===== config.mk =====
export PLATFORM = sky130hd
export DESIGN_NAME = contiguous_fit_allocator_unit_flat
export DESIGN_NICKNAME = d
export VERILOG_FILES = /design/src/hw/rtl/cfa_pkg.sv /design/src/hw/rtl/cfa_in_if.sv /design/src/hw/rtl/cfa_out_if.sv /design/src/hw/rtl/cfa_ctrl.sv /design/src/hw/rtl/cfa_dpath.sv /design/src/hw/rtl/contiguous_fit_allocator_unit.sv /design/src/flat_wrapper.sv
export SDC_FILE = /design/constraint.sdc
export NUM_CORES = 1
export LEC_CHECK = 0
export ABC_AREA = 1
export BUFFER_PORTS_ARGS = -buffer_cell sky130_fd_sc_hd__buf_4
export CELL_PAD_IN_SITES_DETAIL_PLACEMENT = 1
export CELL_PAD_IN_SITES_GLOBAL_PLACEMENT = 1
export CORE_AREA = 10 10 298 357
export CTS_BUF_LIST = sky130_fd_sc_hd__clkbuf_4 sky130_fd_sc_hd__clkbuf_8 sky130_fd_sc_hd__clkbuf_16
export CTS_CLUSTER_SIZE = 30
export DETAILED_ROUTE_END_ITERATION = 10
export DIE_AREA = 0 0 308 367
export GPL_TIMING_DRIVEN = 0
export PLACE_DENSITY = 0.7
export SLEW_MARGIN = 5
export SYNTH_ARGS = -nofsm -noshare
export SYNTH_HDL_FRONTEND = slang
export SYNTH_SLANG_ARGS = --single-unit

===== constraint.sdc =====
create_clock -name clk -period 10.2 [get_ports clk]
set_clock_uncertainty 0.2 [all_clocks]
set_input_delay 0 -clock clk [delete_from_list [all_inputs] [get_ports clk]]
set_output_delay 0 -clock clk [all_outputs]
set_load 0.02 [all_outputs]

===== src/hw/rtl/cfa_pkg.sv =====
// Shared package of the contiguous fit allocator: default sizes, register indexes,
// operation and result codes, and the command and status records of the controller.
// No dependencies.
package cfa_pkg;

	localparam int MAX_SEGMENTS_DEF = 16;
	localparam int ADDR_BITS_DEF    = 16;
	localparam int ID_BITS_DEF      = 8;

	typedef enum logic [0:0] {
		REG_MEMORY_SIZE = 1'b0,
		REG_FIT_POLICY  = 1'b1
	} cfg_reg_t;

	typedef enum logic [1:0] {
		ACT_ALLOC = 2'd0,
		ACT_FREE  = 2'd1,
		ACT_PACK  = 2'd2,
		ACT_NONE  = 2'd3
	} action_t;

	typedef enum logic [2:0] {
		ST_OK       = 3'd0,
		ST_NOMEM    = 3'd1,
		ST_DUP      = 3'd2,
		ST_NOHOLE   = 3'd3,
		ST_NOTFOUND = 3'd4,
		ST_EMPTY    = 3'd5,
		ST_FULL     = 3'd6
	} status_t;

	typedef enum logic [4:0] {
		DP_NOP,
		DP_LOAD,
		DP_ALC_FIRST,
		DP_SCAN_START,
		DP_ALC_EV,
		DP_ALC_LAST,
		DP_INS_START,
		DP_INS_MV,
		DP_INS_NEW,
		DP_IDX_INC,
		DP_SHF_MV,
		DP_DEC_CNT,
		DP_PCK_START,
		DP_PCK_MV,
		DP_RC_START,
		DP_RC_EV,
		DP_RC_END,
		DP_RESULT
	} dp_op_t;

	typedef enum logic [1:0] {
		RD_IDX    = 2'd0,
		RD_IDX_M1 = 2'd1,
		RD_IDX_P1 = 2'd2
	} rd_sel_t;

	typedef struct packed {
		dp_op_t  op;
		logic    rd_en;
		rd_sel_t rd_sel;
		logic    set_st;
		status_t st;
	} cfa_cmd_t;

	typedef struct packed {
		action_t action;
		logic    nomem;
		logic    empty;
		logic    full;
		logic    dup;
		logic    found;
		logic    last;
		logic    at_cnt;
		logic    ins_done;
		logic    shf_done;
		logic    match;
		logic    out_space;
	} cfa_stat_t;

endpackage


===== src/hw/rtl/cfa_in_if.sv =====
// Request channel of the contiguous fit allocator: valid, ready and one operation.
// Depends on cfa_pkg.
interface cfa_in_if #(
	parameter int ADDR_BITS = cfa_pkg::ADDR_BITS_DEF,
	parameter int ID_BITS   = cfa_pkg::ID_BITS_DEF
);
	logic                  valid;
	logic                  ready;
	cfa_pkg::action_t      action;
	logic [ID_BITS-1:0]    seg_id;
	logic [ADDR_BITS-1:0]  seg_size;

	modport source (output valid, action, seg_id, seg_size, input ready);
	modport sink   (input valid, action, seg_id, seg_size, output ready);
endinterface


===== src/hw/rtl/cfa_out_if.sv =====
// Response channel of the contiguous fit allocator: valid, ready and one result.
// Depends on cfa_pkg.
interface cfa_out_if #(
	parameter int ADDR_BITS = cfa_pkg::ADDR_BITS_DEF
);
	logic                  valid;
	logic                  ready;
	cfa_pkg::status_t      status;
	logic [ADDR_BITS-1:0]  seg_start;
	logic [ADDR_BITS-1:0]  seg_end;
	logic [ADDR_BITS-1:0]  free_left;

	modport source (output valid, status, seg_start, seg_end, free_left, input ready);
	modport sink   (input valid, status, seg_start, seg_end, free_left, output ready);
endinterface


===== src/hw/rtl/cfa_ctrl.sv =====
// Controller of the contiguous fit allocator: one-hot state machine that walks the
// segment table through the datapath. Depends on cfa_pkg.
module cfa_ctrl (
	input  logic              clk,
	input  logic              arst_n,
	input  logic              in_valid,
	output logic              in_ready,
	input  cfa_pkg::cfa_stat_t stat,
	output cfa_pkg::cfa_cmd_t  cmd
);
	import cfa_pkg::*;

	typedef enum logic [17:0] {
		S_IDLE     = 18'b1 << 0,
		S_DISPATCH = 18'b1 << 1,
		S_ALC_RD   = 18'b1 << 2,
		S_ALC_EV   = 18'b1 << 3,
		S_ALC_LAST = 18'b1 << 4,
		S_ALC_DEC  = 18'b1 << 5,
		S_INS_RD   = 18'b1 << 6,
		S_INS_MV   = 18'b1 << 7,
		S_FRE_RD   = 18'b1 << 8,
		S_FRE_EV   = 18'b1 << 9,
		S_SHF_RD   = 18'b1 << 10,
		S_SHF_MV   = 18'b1 << 11,
		S_PCK_RD   = 18'b1 << 12,
		S_PCK_MV   = 18'b1 << 13,
		S_RC_INIT  = 18'b1 << 14,
		S_RC_RD    = 18'b1 << 15,
		S_RC_EV    = 18'b1 << 16,
		S_DONE     = 18'b1 << 17
	} state_t;

	state_t state_q, state_d;

	always_comb begin
		state_d    = state_q;
		in_ready   = 1'b0;
		cmd.op     = DP_NOP;
		cmd.rd_en  = 1'b0;
		cmd.rd_sel = RD_IDX;
		cmd.set_st = 1'b0;
		cmd.st     = ST_OK;
		unique case (state_q)
			S_IDLE: begin
				in_ready = 1'b1;
				if (in_valid) begin
					cmd.op  = DP_LOAD;
					state_d = S_DISPATCH;
				end
			end
			S_DISPATCH: begin
				unique case (stat.action)
					ACT_ALLOC: begin
						if (stat.nomem) begin
							cmd.set_st = 1'b1;
							cmd.st     = ST_NOMEM;
							state_d    = S_DONE;
						end else if (stat.empty) begin
							cmd.op  = DP_ALC_FIRST;
							state_d = S_RC_INIT;
						end else begin
							cmd.op  = DP_SCAN_START;
							state_d = S_ALC_RD;
						end
					end
					ACT_FREE: begin
						if (stat.empty) begin
							cmd.set_st = 1'b1;
							cmd.st     = ST_EMPTY;
							state_d    = S_DONE;
						end else begin
							cmd.op  = DP_SCAN_START;
							state_d = S_FRE_RD;
						end
					end
					ACT_PACK: begin
						cmd.op  = DP_PCK_START;
						state_d = S_PCK_RD;
					end
					default: begin
						state_d = S_DONE;
					end
				endcase
			end
			S_ALC_RD: begin
				cmd.rd_en = 1'b1;
				state_d   = S_ALC_EV;
			end
			S_ALC_EV: begin
				cmd.op  = DP_ALC_EV;
				state_d = stat.last ? S_ALC_LAST : S_ALC_RD;
			end
			S_ALC_LAST: begin
				cmd.op  = DP_ALC_LAST;
				state_d = S_ALC_DEC;
			end
			S_ALC_DEC: begin
				if (stat.dup) begin
					cmd.set_st = 1'b1;
					cmd.st     = ST_DUP;
					state_d    = S_DONE;
				end else if (stat.full) begin
					cmd.set_st = 1'b1;
					cmd.st     = ST_FULL;
					state_d    = S_DONE;
				end else if (!stat.found) begin
					cmd.set_st = 1'b1;
					cmd.st     = ST_NOHOLE;
					state_d    = S_DONE;
				end else begin
					cmd.op  = DP_INS_START;
					state_d = S_INS_RD;
				end
			end
			S_INS_RD: begin
				if (stat.ins_done) begin
					cmd.op  = DP_INS_NEW;
					state_d = S_RC_INIT;
				end else begin
					cmd.rd_en  = 1'b1;
					cmd.rd_sel = RD_IDX_M1;
					state_d    = S_INS_MV;
				end
			end
			S_INS_MV: begin
				cmd.op  = DP_INS_MV;
				state_d = S_INS_RD;
			end
			S_FRE_RD: begin
				cmd.rd_en = 1'b1;
				state_d   = S_FRE_EV;
			end
			S_FRE_EV: begin
				if (stat.match) begin
					state_d = S_SHF_RD;
				end else if (stat.last) begin
					cmd.set_st = 1'b1;
					cmd.st     = ST_NOTFOUND;
					state_d    = S_DONE;
				end else begin
					cmd.op  = DP_IDX_INC;
					state_d = S_FRE_RD;
				end
			end
			S_SHF_RD: begin
				if (stat.shf_done) begin
					cmd.op  = DP_DEC_CNT;
					state_d = S_RC_INIT;
				end else begin
					cmd.rd_en  = 1'b1;
					cmd.rd_sel = RD_IDX_P1;
					state_d    = S_SHF_MV;
				end
			end
			S_SHF_MV: begin
				cmd.op  = DP_SHF_MV;
				state_d = S_SHF_RD;
			end
			S_PCK_RD: begin
				if (stat.at_cnt) begin
					state_d = S_RC_INIT;
				end else begin
					cmd.rd_en = 1'b1;
					state_d   = S_PCK_MV;
				end
			end
			S_PCK_MV: begin
				cmd.op  = DP_PCK_MV;
				state_d = S_PCK_RD;
			end
			S_RC_INIT: begin
				cmd.op  = DP_RC_START;
				state_d = S_RC_RD;
			end
			S_RC_RD: begin
				if (stat.at_cnt) begin
					cmd.op  = DP_RC_END;
					state_d = S_DONE;
				end else begin
					cmd.rd_en = 1'b1;
					state_d   = S_RC_EV;
				end
			end
			S_RC_EV: begin
				cmd.op  = DP_RC_EV;
				state_d = S_RC_RD;
			end
			S_DONE: begin
				if (stat.out_space) begin
					cmd.op  = DP_RESULT;
					state_d = S_IDLE;
				end
			end
			default: begin
				state_d = S_IDLE;
			end
		endcase
	end

	always_ff @(posedge clk or negedge arst_n) begin
		if (!arst_n) begin
			state_q <= S_IDLE;
		end else begin
			state_q <= state_d;
		end
	end

	a_done_waits: assert property (@(posedge clk) disable iff (!arst_n)
		(state_q == S_DONE && !stat.out_space) |=> state_q == S_DONE)
		else $error("result dropped while the output register was occupied");

	a_accept_dispatch: assert property (@(posedge clk) disable iff (!arst_n)
		(state_q == S_IDLE && in_valid) |=> state_q == S_DISPATCH)
		else $error("accepted request was not dispatched");

	a_dup_first: assert property (@(posedge clk) disable iff (!arst_n)
		(state_q == S_ALC_DEC && stat.dup) |=> state_q == S_DONE)
		else $error("duplicate id did not end the allocation");

endmodule


===== src/hw/rtl/cfa_dpath.sv =====
// Datapath of the contiguous fit allocator: segment table memory, scan and move
// registers, space accounting, configuration and output register. Depends on cfa_pkg.
module cfa_dpath #(
	parameter int MAX_SEGMENTS = cfa_pkg::MAX_SEGMENTS_DEF,
	parameter int ADDR_BITS    = cfa_pkg::ADDR_BITS_DEF,
	parameter int ID_BITS      = cfa_pkg::ID_BITS_DEF
) (
	input  logic                  clk,
	input  logic                  arst_n,
	input  logic                  cfg_we,
	input  cfa_pkg::cfg_reg_t     cfg_index,
	input  logic [ADDR_BITS-1:0]  cfg_wdata,
	input  cfa_pkg::action_t      req_action,
	input  logic [ID_BITS-1:0]    req_seg_id,
	input  logic [ADDR_BITS-1:0]  req_seg_size,
	output logic                  rsp_valid,
	input  logic                  rsp_ready,
	output cfa_pkg::status_t      rsp_status,
	output logic [ADDR_BITS-1:0]  rsp_seg_start,
	output logic [ADDR_BITS-1:0]  rsp_seg_end,
	output logic [ADDR_BITS-1:0]  rsp_free_left,
	input  cfa_pkg::cfa_cmd_t     cmd,
	output cfa_pkg::cfa_stat_t    stat
);
	import cfa_pkg::*;

	localparam int IW = (MAX_SEGMENTS > 1) ? $clog2(MAX_SEGMENTS) : 1;
	localparam int CW = $clog2(MAX_SEGMENTS + 1);
	localparam int MW = ID_BITS + 2 * ADDR_BITS;
	localparam int SW = ADDR_BITS + CW;
	localparam logic [ADDR_BITS-1:0] FIELD_MASK = ADDR_BITS'(32'h0000_FFFF);
	localparam logic [ID_BITS-1:0]   ID_MASK    = ID_BITS'(32'h0000_00FF);
	localparam logic [CW-1:0]        CNT_MAX    = CW'(MAX_SEGMENTS);

	logic [MW-1:0]        mem_q [MAX_SEGMENTS];
	logic [MW-1:0]        rdata_q;
	logic [MW-1:0]        wr_data;
	logic                 wr_en;
	logic [CW-1:0]        rd_idx;
	logic [IW-1:0]        rd_addr;
	logic [IW-1:0]        wr_addr;

	action_t              act_q;
	logic [ID_BITS-1:0]   id_q;
	logic [ADDR_BITS-1:0] size_q;
	logic [CW-1:0]        idx_q;
	logic [CW-1:0]        cnt_q;
	logic [CW-1:0]        pos_q;
	logic [ADDR_BITS-1:0] prev_q;
	logic                 dup_q;
	logic                 found_q;
	logic [ADDR_BITS-1:0] best_len_q;
	logic [ADDR_BITS-1:0] best_hs_q;
	logic [SW-1:0]        acc_q;
	logic                 awrap_q;
	logic [SW-1:0]        used_q;
	logic                 uwrap_q;
	logic [ADDR_BITS-1:0] mem_size_q;
	logic                 policy_q;
	status_t              res_status_q;
	logic [ADDR_BITS-1:0] res_start_q;
	logic [ADDR_BITS-1:0] res_end_q;
	logic                 out_valid_q;
	status_t              out_status_q;
	logic [ADDR_BITS-1:0] out_start_q;
	logic [ADDR_BITS-1:0] out_end_q;
	logic [ADDR_BITS-1:0] out_free_q;

	logic [ID_BITS-1:0]   r_id;
	logic [ADDR_BITS-1:0] r_start;
	logic [ADDR_BITS-1:0] r_end;
	logic [ADDR_BITS-1:0] r_len;
	logic [ADDR_BITS-1:0] hole_he;
	logic [ADDR_BITS-1:0] hole_len;
	logic [CW-1:0]        hole_pos;
	logic                 hole_take;
	logic [ADDR_BITS-1:0] free_space;
	logic                 out_space;

	assign r_id    = rdata_q[MW-1 -: ID_BITS];
	assign r_start = rdata_q[2*ADDR_BITS-1 -: ADDR_BITS];
	assign r_end   = rdata_q[ADDR_BITS-1:0];
	assign r_len   = r_end - r_start;

	assign free_space = (uwrap_q || used_q >= SW'(mem_size_q)) ? '0
		: mem_size_q - used_q[ADDR_BITS-1:0];
	assign out_space  = !out_valid_q || rsp_ready;

	// A hole runs from the end of one segment to the start of the next, or to the
	// top of memory after the last one; a negative span is unusable.
	always_comb begin
		hole_he   = (cmd.op == DP_ALC_LAST) ? mem_size_q : r_start;
		hole_len  = hole_he - prev_q;
		hole_pos  = (cmd.op == DP_ALC_LAST) ? cnt_q - CW'(1) : idx_q - CW'(1);
		hole_take = (hole_he >= prev_q) && (size_q <= hole_len)
			&& (!found_q || (policy_q && hole_len < best_len_q));
	end

	always_comb begin
		case (cmd.rd_sel)
			RD_IDX_M1: rd_idx = idx_q - CW'(1);
			RD_IDX_P1: rd_idx = idx_q + CW'(1);
			default:   rd_idx = idx_q;
		endcase
		rd_addr = rd_idx[IW-1:0];
		wr_addr = idx_q[IW-1:0];
	end

	always_comb begin
		wr_en   = 1'b0;
		wr_data = rdata_q;
		case (cmd.op)
			DP_ALC_FIRST: begin
				wr_en   = 1'b1;
				wr_data = {id_q, {ADDR_BITS{1'b0}}, size_q};
			end
			DP_INS_MV, DP_SHF_MV: begin
				wr_en = 1'b1;
			end
			DP_INS_NEW: begin
				wr_en   = 1'b1;
				wr_data = {id_q, best_hs_q, best_hs_q + size_q};
			end
			DP_PCK_MV: begin
				wr_en   = 1'b1;
				wr_data = {r_id, prev_q, prev_q + r_len};
			end
			default: begin
				wr_en = 1'b0;
			end
		endcase
	end

	always_ff @(posedge clk) begin
		if (wr_en) begin
			mem_q[wr_addr] <= wr_data;
		end
		if (cmd.rd_en) begin
			rdata_q <= mem_q[rd_addr];
		end
	end

	always_ff @(posedge clk) begin
		if (cmd.set_st) begin
			res_status_q <= cmd.st;
		end
		case (cmd.op)
			DP_LOAD: begin
				act_q        <= req_action;
				id_q         <= req_seg_id & ID_MASK;
				size_q       <= req_seg_size & FIELD_MASK;
				idx_q        <= '0;
				res_status_q <= ST_OK;
				res_start_q  <= '0;
				res_end_q    <= '0;
			end
			DP_ALC_FIRST: begin
				res_end_q <= size_q;
			end
			DP_SCAN_START: begin
				idx_q   <= '0;
				dup_q   <= 1'b0;
				found_q <= 1'b0;
			end
			DP_ALC_EV: begin
				dup_q  <= dup_q || (r_id == id_q);
				prev_q <= r_end;
				idx_q  <= idx_q + CW'(1);
				if (idx_q != '0 && hole_take) begin
					found_q    <= 1'b1;
					best_len_q <= hole_len;
					pos_q      <= hole_pos;
					best_hs_q  <= prev_q;
				end
			end
			DP_ALC_LAST: begin
				if (hole_take) begin
					found_q    <= 1'b1;
					best_len_q <= hole_len;
					pos_q      <= hole_pos;
					best_hs_q  <= prev_q;
				end
			end
			DP_INS_START: begin
				idx_q <= cnt_q;
			end
			DP_INS_MV: begin
				idx_q <= idx_q - CW'(1);
			end
			DP_INS_NEW: begin
				res_start_q <= best_hs_q;
				res_end_q   <= best_hs_q + size_q;
			end
			DP_IDX_INC, DP_SHF_MV: begin
				idx_q <= idx_q + CW'(1);
			end
			DP_PCK_START: begin
				idx_q  <= '0;
				prev_q <= '0;
			end
			DP_PCK_MV: begin
				prev_q <= prev_q + r_len;
				idx_q  <= idx_q + CW'(1);
			end
			DP_RC_START: begin
				idx_q   <= '0;
				acc_q   <= '0;
				awrap_q <= 1'b0;
			end
			DP_RC_EV: begin
				acc_q   <= acc_q + SW'(r_len);
				awrap_q <= awrap_q || (r_end < r_start);
				idx_q   <= idx_q + CW'(1);
			end
			DP_RESULT: begin
				out_status_q <= res_status_q;
				out_start_q  <= res_start_q & FIELD_MASK;
				out_end_q    <= res_end_q & FIELD_MASK;
				out_free_q   <= free_space & FIELD_MASK;
			end
			default: begin
			end
		endcase
	end

	always_ff @(posedge clk or negedge arst_n) begin
		if (!arst_n) begin
			cnt_q       <= '0;
			used_q      <= '0;
			uwrap_q     <= 1'b0;
			mem_size_q  <= FIELD_MASK;
			policy_q    <= 1'b0;
			out_valid_q <= 1'b0;
		end else begin
			if (cfg_we) begin
				unique case (cfg_index)
					REG_MEMORY_SIZE: mem_size_q <= cfg_wdata & FIELD_MASK;
					REG_FIT_POLICY:  policy_q   <= cfg_wdata[0];
					default: begin
					end
				endcase
			end
			case (cmd.op)
				DP_ALC_FIRST: cnt_q <= CW'(1);
				DP_INS_NEW:   cnt_q <= cnt_q + CW'(1);
				DP_DEC_CNT:   cnt_q <= cnt_q - CW'(1);
				DP_RC_END: begin
					used_q  <= acc_q;
					uwrap_q <= awrap_q;
				end
				default: begin
				end
			endcase
			if (cmd.op == DP_RESULT) begin
				out_valid_q <= 1'b1;
			end else if (rsp_ready) begin
				out_valid_q <= 1'b0;
			end
		end
	end

	assign rsp_valid     = out_valid_q;
	assign rsp_status    = out_status_q;
	assign rsp_seg_start = out_start_q;
	assign rsp_seg_end   = out_end_q;
	assign rsp_free_left = out_free_q;

	always_comb begin
		stat.action    = act_q;
		stat.nomem     = size_q > free_space;
		stat.empty     = cnt_q == '0;
		stat.full      = cnt_q >= CNT_MAX;
		stat.dup       = dup_q;
		stat.found     = found_q;
		stat.last      = idx_q == cnt_q - CW'(1);
		stat.at_cnt    = idx_q == cnt_q;
		stat.ins_done  = idx_q == pos_q + CW'(1);
		stat.shf_done  = ({1'b0, idx_q} + (CW+1)'(1)) >= {1'b0, cnt_q};
		stat.match     = r_id == id_q;
		stat.out_space = out_space;
	end

	a_cnt_range: assert property (@(posedge clk) disable iff (!arst_n)
		cnt_q <= CNT_MAX)
		else $error("segment count beyond table depth");

	a_insert_room: assert property (@(posedge clk) disable iff (!arst_n)
		(cmd.op == DP_INS_NEW) |-> (cnt_q < CNT_MAX && found_q && !dup_q))
		else $error("insert into a full table or without a chosen hole");

	a_result_valid: assert property (@(posedge clk) disable iff (!arst_n)
		(cmd.op == DP_RESULT) |=> out_valid_q)
		else $error("result load did not raise the output valid");

endmodule


===== src/hw/rtl/contiguous_fit_allocator_unit.sv =====
// Top level of the contiguous fit allocator: controller, datapath and channel wiring.
// Depends on cfa_pkg, cfa_in_if, cfa_out_if, cfa_ctrl and cfa_dpath.
//
//   channel  | direction | transfer carries
//   ---------+-----------+---------------------------------------------
//   req      | in        | action, seg_id, seg_size
//   rsp      | out       | status, seg_start, seg_end, free_left
//   cfg      | in        | cfg_we, cfg_index, cfg_wdata (write only)
//
// One request is handled at a time; the shortest operation is a request rejected at
// once in dispatch, the longest an insert at the head of the table.
// The table memory is read one entry at a time: each entry visit is a read followed
// by a use of the registered entry, for the scan, the entry moves and the space recount.
// Reset clears the table count and the output register at once; no clearing pass.
// A waiting result in the output register does not block the next request.
module contiguous_fit_allocator_unit #(
	parameter int MAX_SEGMENTS = cfa_pkg::MAX_SEGMENTS_DEF,
	parameter int ADDR_BITS    = cfa_pkg::ADDR_BITS_DEF,
	parameter int ID_BITS      = cfa_pkg::ID_BITS_DEF
) (
	input  logic                 clk,
	input  logic                 arst_n,
	input  logic                 cfg_we,
	input  cfa_pkg::cfg_reg_t    cfg_index,
	input  logic [ADDR_BITS-1:0] cfg_wdata,
	cfa_in_if.sink               req,
	cfa_out_if.source            rsp
);
	import cfa_pkg::*;

	cfa_cmd_t  cmd;
	cfa_stat_t stat;

	cfa_ctrl u_ctrl (
		.clk      (clk),
		.arst_n   (arst_n),
		.in_valid (req.valid),
		.in_ready (req.ready),
		.stat     (stat),
		.cmd      (cmd)
	);

	cfa_dpath #(
		.MAX_SEGMENTS (MAX_SEGMENTS),
		.ADDR_BITS    (ADDR_BITS),
		.ID_BITS      (ID_BITS)
	) u_dpath (
		.clk            (clk),
		.arst_n         (arst_n),
		.cfg_we         (cfg_we),
		.cfg_index      (cfg_index),
		.cfg_wdata      (cfg_wdata),
		.req_action     (req.action),
		.req_seg_id     (req.seg_id),
		.req_seg_size   (req.seg_size),
		.rsp_valid      (rsp.valid),
		.rsp_ready      (rsp.ready),
		.rsp_status     (rsp.status),
		.rsp_seg_start  (rsp.seg_start),
		.rsp_seg_end    (rsp.seg_end),
		.rsp_free_left  (rsp.free_left),
		.cmd            (cmd),
		.stat           (stat)
	);

endmodule


===== src/flat_wrapper.sv =====
// flat-port wrapper written by rule: the top's interface ports become plain ports
module contiguous_fit_allocator_unit_flat import cfa_pkg::*;
#(
	parameter int MAX_SEGMENTS = cfa_pkg::MAX_SEGMENTS_DEF,
	parameter int ADDR_BITS    = cfa_pkg::ADDR_BITS_DEF,
	parameter int ID_BITS      = cfa_pkg::ID_BITS_DEF
)
  (clk, arst_n, cfg_we, cfg_index, cfg_wdata, req_valid, req_action, req_seg_id, req_seg_size, req_ready, rsp_valid, rsp_status, rsp_seg_start, rsp_seg_end, rsp_free_left, rsp_ready);
  cfa_in_if #(.ADDR_BITS(ADDR_BITS), .ID_BITS(ID_BITS)) req_i ();
  cfa_out_if #(.ADDR_BITS(ADDR_BITS)) rsp_i ();
  input  logic clk;
  input  logic arst_n;
  input  logic cfg_we;
  input  cfa_pkg::cfg_reg_t cfg_index;
  input  logic [ADDR_BITS-1:0] cfg_wdata;
  input wire logic [$bits(req_i.valid)-1:0] req_valid;
  input wire logic [$bits(req_i.action)-1:0] req_action;
  input wire logic [$bits(req_i.seg_id)-1:0] req_seg_id;
  input wire logic [$bits(req_i.seg_size)-1:0] req_seg_size;
  output wire logic [$bits(req_i.ready)-1:0] req_ready;
  output wire logic [$bits(rsp_i.valid)-1:0] rsp_valid;
  output wire logic [$bits(rsp_i.status)-1:0] rsp_status;
  output wire logic [$bits(rsp_i.seg_start)-1:0] rsp_seg_start;
  output wire logic [$bits(rsp_i.seg_end)-1:0] rsp_seg_end;
  output wire logic [$bits(rsp_i.free_left)-1:0] rsp_free_left;
  input wire logic [$bits(rsp_i.ready)-1:0] rsp_ready;
  assign req_i.valid = req_valid;
  assign req_i.action = req_action;
  assign req_i.seg_id = req_seg_id;
  assign req_i.seg_size = req_seg_size;
  assign req_ready = req_i.ready;
  assign rsp_valid = rsp_i.valid;
  assign rsp_status = rsp_i.status;
  assign rsp_seg_start = rsp_i.seg_start;
  assign rsp_seg_end = rsp_i.seg_end;
  assign rsp_free_left = rsp_i.free_left;
  assign rsp_i.ready = rsp_ready;
  contiguous_fit_allocator_unit #(.MAX_SEGMENTS(MAX_SEGMENTS), .ADDR_BITS(ADDR_BITS), .ID_BITS(ID_BITS)) u_core (.clk(clk), .arst_n(arst_n), .cfg_we(cfg_we), .cfg_index(cfg_index), .cfg_wdata(cfg_wdata), .req(req_i), .rsp(rsp_i));
endmodule

==> flow_summary.json <==
{
  "status": "complete, no violations",
  "yosysWarnings": 0,
  "grt_usage": 0.262,
  "synth.distinct_cells": 70,
  "antennaDiodeCount": 0,
  "vias": 32334,
  "layout_min_cycle_time_ps": 7090,
  "drt_first_pass_iters": 5,
  "power_switching_mw": 4.33,
  "p_sw_frac": 0.358,
  "vias_per_cell": 5.70,
  "fin_nets": 4523,
  "final_layout_size_suffix_gt1_frac": 0.114,
  "synth_seq_cells": 937,
  "place.gp.congestion": 0.930,
  "dieWidth_um": 308,
  "crit_fanout": 22,
  "placedInstanceArea_um2": 47700,
  "min_path_type": "in -> reg",
  "die_h_um": 367,
  "ir_worst_vdd_v": 0.000217,
  "clk_pin_slew_ps": 70,
  "drtAntennaViolNets": 0,
  "p_leak_nw": 20.7,
  "power_frac_comb": 0.308,
  "place_ws_ps": 3100,
  "antenna_found_initial": 1,
  "synth_nets": 4161,
  "crit_type": "reg -> reg",
  "root_buffer": "clkbuf_16",
  "p_clk_frac": 0.311,
  "rows": 127,
  "cts_buffers": 97,
  "layout_setup_ws_ps": 3110,
  "cp.required_ps": 10360,
  "power-per-cell-area_nw_per_um2": 231,
  "yosysSeqAreaShare": 0.627,
  "fp.dieArea_um2": 113000,
  "synth_edf_count": 871,
  "insertion_delay_ps": 680,
  "fillers": 10338,
  "min_period_over_period": 0.695,
  "ctsHtreeMaxLevel": 3,
  "cts_resized": 0,
  "core_area_um2": 99300,
  "drtIter0Drc": 2494,
  "design_area_um2": 52300,
  "cp.arrival_ps": 7250,
  "clock.fmax_ghz": 0.141,
  "synthArstFlopShare": 0.0672,
  "synth_area_um2": 44300,
  "avgRoutedWirePerCell_um": 26.5,
  "syn_to_final_growth_pct": 18.0,
  "end_kind": "flop",
  "pwr-share-seq": 0.382,
  "clk_path_buf_depth": 3,
  "finalSetupViolations": 0,
  "syn_inst": 3942,
  "drc": 0,
  "synth_ff_type": "edfxtp_1",
  "worst_pin_slew_ps": 1280,
  "grt_pass1_wl_mm": 221,
  "setup_tns_ps": 0,
  "cap_viol_max_count": 0,
  "io_pins": 101,
  "rsz0062_at_grt": "no",
  "finalWirelength_mm": 150,
  "drv_slew": 0,
  "synth.avg_cell_area_um2": 11.2,
  "cts.sinks": 937,
  "grt_pass1_vias": 34557,
  "numPortBuffers": 100,
  "gr-total-overflow": 0,
  "cts_tree": "built",
  "grt_max_degree": 47,
  "start_kind": "flop",
  "p_int_mw": 7.77,
  "hold_viol_final": 0,
  "dp_hpwl_mm": 108,
  "initial_utilization": 0.446,
  "slew_headroom": 0.140
}
-- flip-flops by register name (all words and copies together), names as in the netlist, 18 cells and up --
register / cells
u_core.u_dpath.mem_q: 640
u_core.u_dpath.rdata_q: 40
u_core.u_dpath.acc_q: 21
u_core.u_dpath.used_q: 21
u_core.u_ctrl.state_q: 18
-- power groups by stage --
| stage | Combinational, mW | Clock (mW) | Sequential [mW] |
|---|---|---|---|
| finish | 3.72 | 3.76 | 4.62 |
| detailed placement | 3.60 | 0 | 4.70 |
| global route | 4.04 | 3.94 | 4.63 |
| global placement | 3.46 | 0 | 4.69 |
| CTS | 3.69 | 3.80 | 4.62 |
| floorplan | 2.19 | 0 | 4.64 |
-- logic make-up after synthesis --
logic type,after synthesis,share of synthesized area
adder cells (fa/ha/maj),171,0.0493
buffers and inverters,727,0.0641
multiplexers,80,0.0181
AO/OA/AOI/OAI,852,0.118
flip-flops,937,0.627
XOR/XNOR,80,0.0158
AND/OR/NAND/NOR,1095,0.107
-- metrics by stage --
stage | util | cells | hold slack, ps | power, mW
2_1_floorplan | - | 3942 | -496 | 6.82
3_3_place_gp | 0.470 | 5332 | -35.2 | 8.15
3_5_place_dp | 0.480 | 5372 | -38.4 | 8.30
4_1_cts | 0.526 | 5673 | 67.2 | 12.1
5_1_grt | 0.527 | 5673 | 74.6 | 12.6
6_report | 0.527 | 5673 | 94.7 | 12.1
-- final timing paths --
check / start / to / slack [ps] / cells after the start
min in group asynchronous: arst_n / u_core.u_ctrl.state_q[0] / 440 / 3
setup / recovery: u_core.u_dpath.mem_size_q[0] / u_core.u_dpath.mem_q[0][9] / 3110 / 27
max in group asynchronous: arst_n / u_core.u_dpath.used_q[19] / 9020 / 4
setup reg to reg: u_core.u_dpath.mem_size_q[0] / u_core.u_dpath.mem_q[0][9] / 3110 / 27
hold reg to reg: u_core.u_dpath.res_end_q[2] / u_core.u_dpath.rsp_seg_end[2] / 210 / 0
hold / removal: req_valid / u_core.u_ctrl.state_q[1] / 90 / 4
-- cell usage after synthesis, types with 11 or more instances --
cell type | number | area (um2)
o21ai_0 | 282 | 1410
mux2i_1 | 80 | 801
a21oi_1 | 248 | 1240
xnor2_1 | 31 | 272
dfrtp_1 | 46 | 1150
inv_1 | 559 | 2100
buf_2 | 49 | 245
nand3_1 | 160 | 801
nand4_1 | 25 | 156
o211ai_1 | 130 | 976
xor2_1 | 49 | 429
nor3_1 | 26 | 130
nand2_1 | 589 | 2210
nor2_1 | 211 | 792
o311ai_0 | 40 | 350
nor4_1 | 16 | 100
a31oi_1 | 13 | 81.3
dfstp_2 | 17 | 447
or2_2 | 19 | 119
clkbuf_1 | 85 | 319
o221ai_1 | 56 | 490
ha_1 | 165 | 2060
edfxtp_1 | 871 | 26200
inv_2 | 11 | 41.3
-- layer usage --
| metal | track usage | wire [um] |
|---|---|---|
| met1 | 0.307 | 57800 |
| met2 | 0.465 | 76100 |
| met3 | 0.0343 | 8220 |
| met4 | 0.133 | 7950 |
| met5 | 0 | 17 |
-- critical path, cell delays in order (launching register included) --
cell,delay [ps]
dfstp_2,390
inv_1,130
ha_1,230
inv_1,70
fa_1,430
nand2_1,100
nand2_1,90
nand2_1,80
o211ai_1,110
a21boi_0,300
o21ai_0,190
a221oi_1,310
or2_2,160
nand3_1,330
ha_1,440
nand2_1,70
inv_1,70
nand3_1,90
nor3_1,220
nand3_1,190
nand2_1,220
nand3_2,120
nand2_2,240
nor2_4,130
nand3_1,270
nand2_1,360
nor2_4,860
buf_12,300
-- repair_timing --
action	in CTS	in global routing
hold buffers	123	0
setup endpoints to repair	0	0
endpoints found under the hold margin	132	0
setup buffers	0	0
-- layout make-up --
| class | instances | area [um2] | share of cell area |
|---|---|---|---|
| plain buffers | 155 | 691 | 0.0132 |
| clock inverters | 55 | 616 | 0.0118 |
| clock buffers | 123 | 2730 | 0.0521 |
| inverters | 572 | 2150 | 0.0411 |
| multi-input cells | 2278 | 13900 | 0.267 |
| repair buffers | 263 | 2770 | 0.0529 |
| well taps | 1290 | 1610 | 0.0308 |
| flip-flops and latches | 937 | 27800 | 0.532 |
-- cells in the final DEF, fill, tap and decap left out, types with 21 or more instances in the layout --
cell and count:
nand4_1 25, buf_4 113, ha_1 165, dlygate4sd3_1 122
o311ai_0 40, nor2_4 21, o221ai_1 43, nand2_1 589
buf_2 49, dfrtp_1 46, a21oi_1 247, inv_1 558
nor2_1 195, o211ai_1 130, clkbuf_16 100, nor3_1 26
edfxtp_1 871, clkbuf_1 85, xnor2_1 31, xor2_1 49
mux2i_1 80, nand3_1 159, o21ai_0 277
Power figures use the tool's default switching activity.
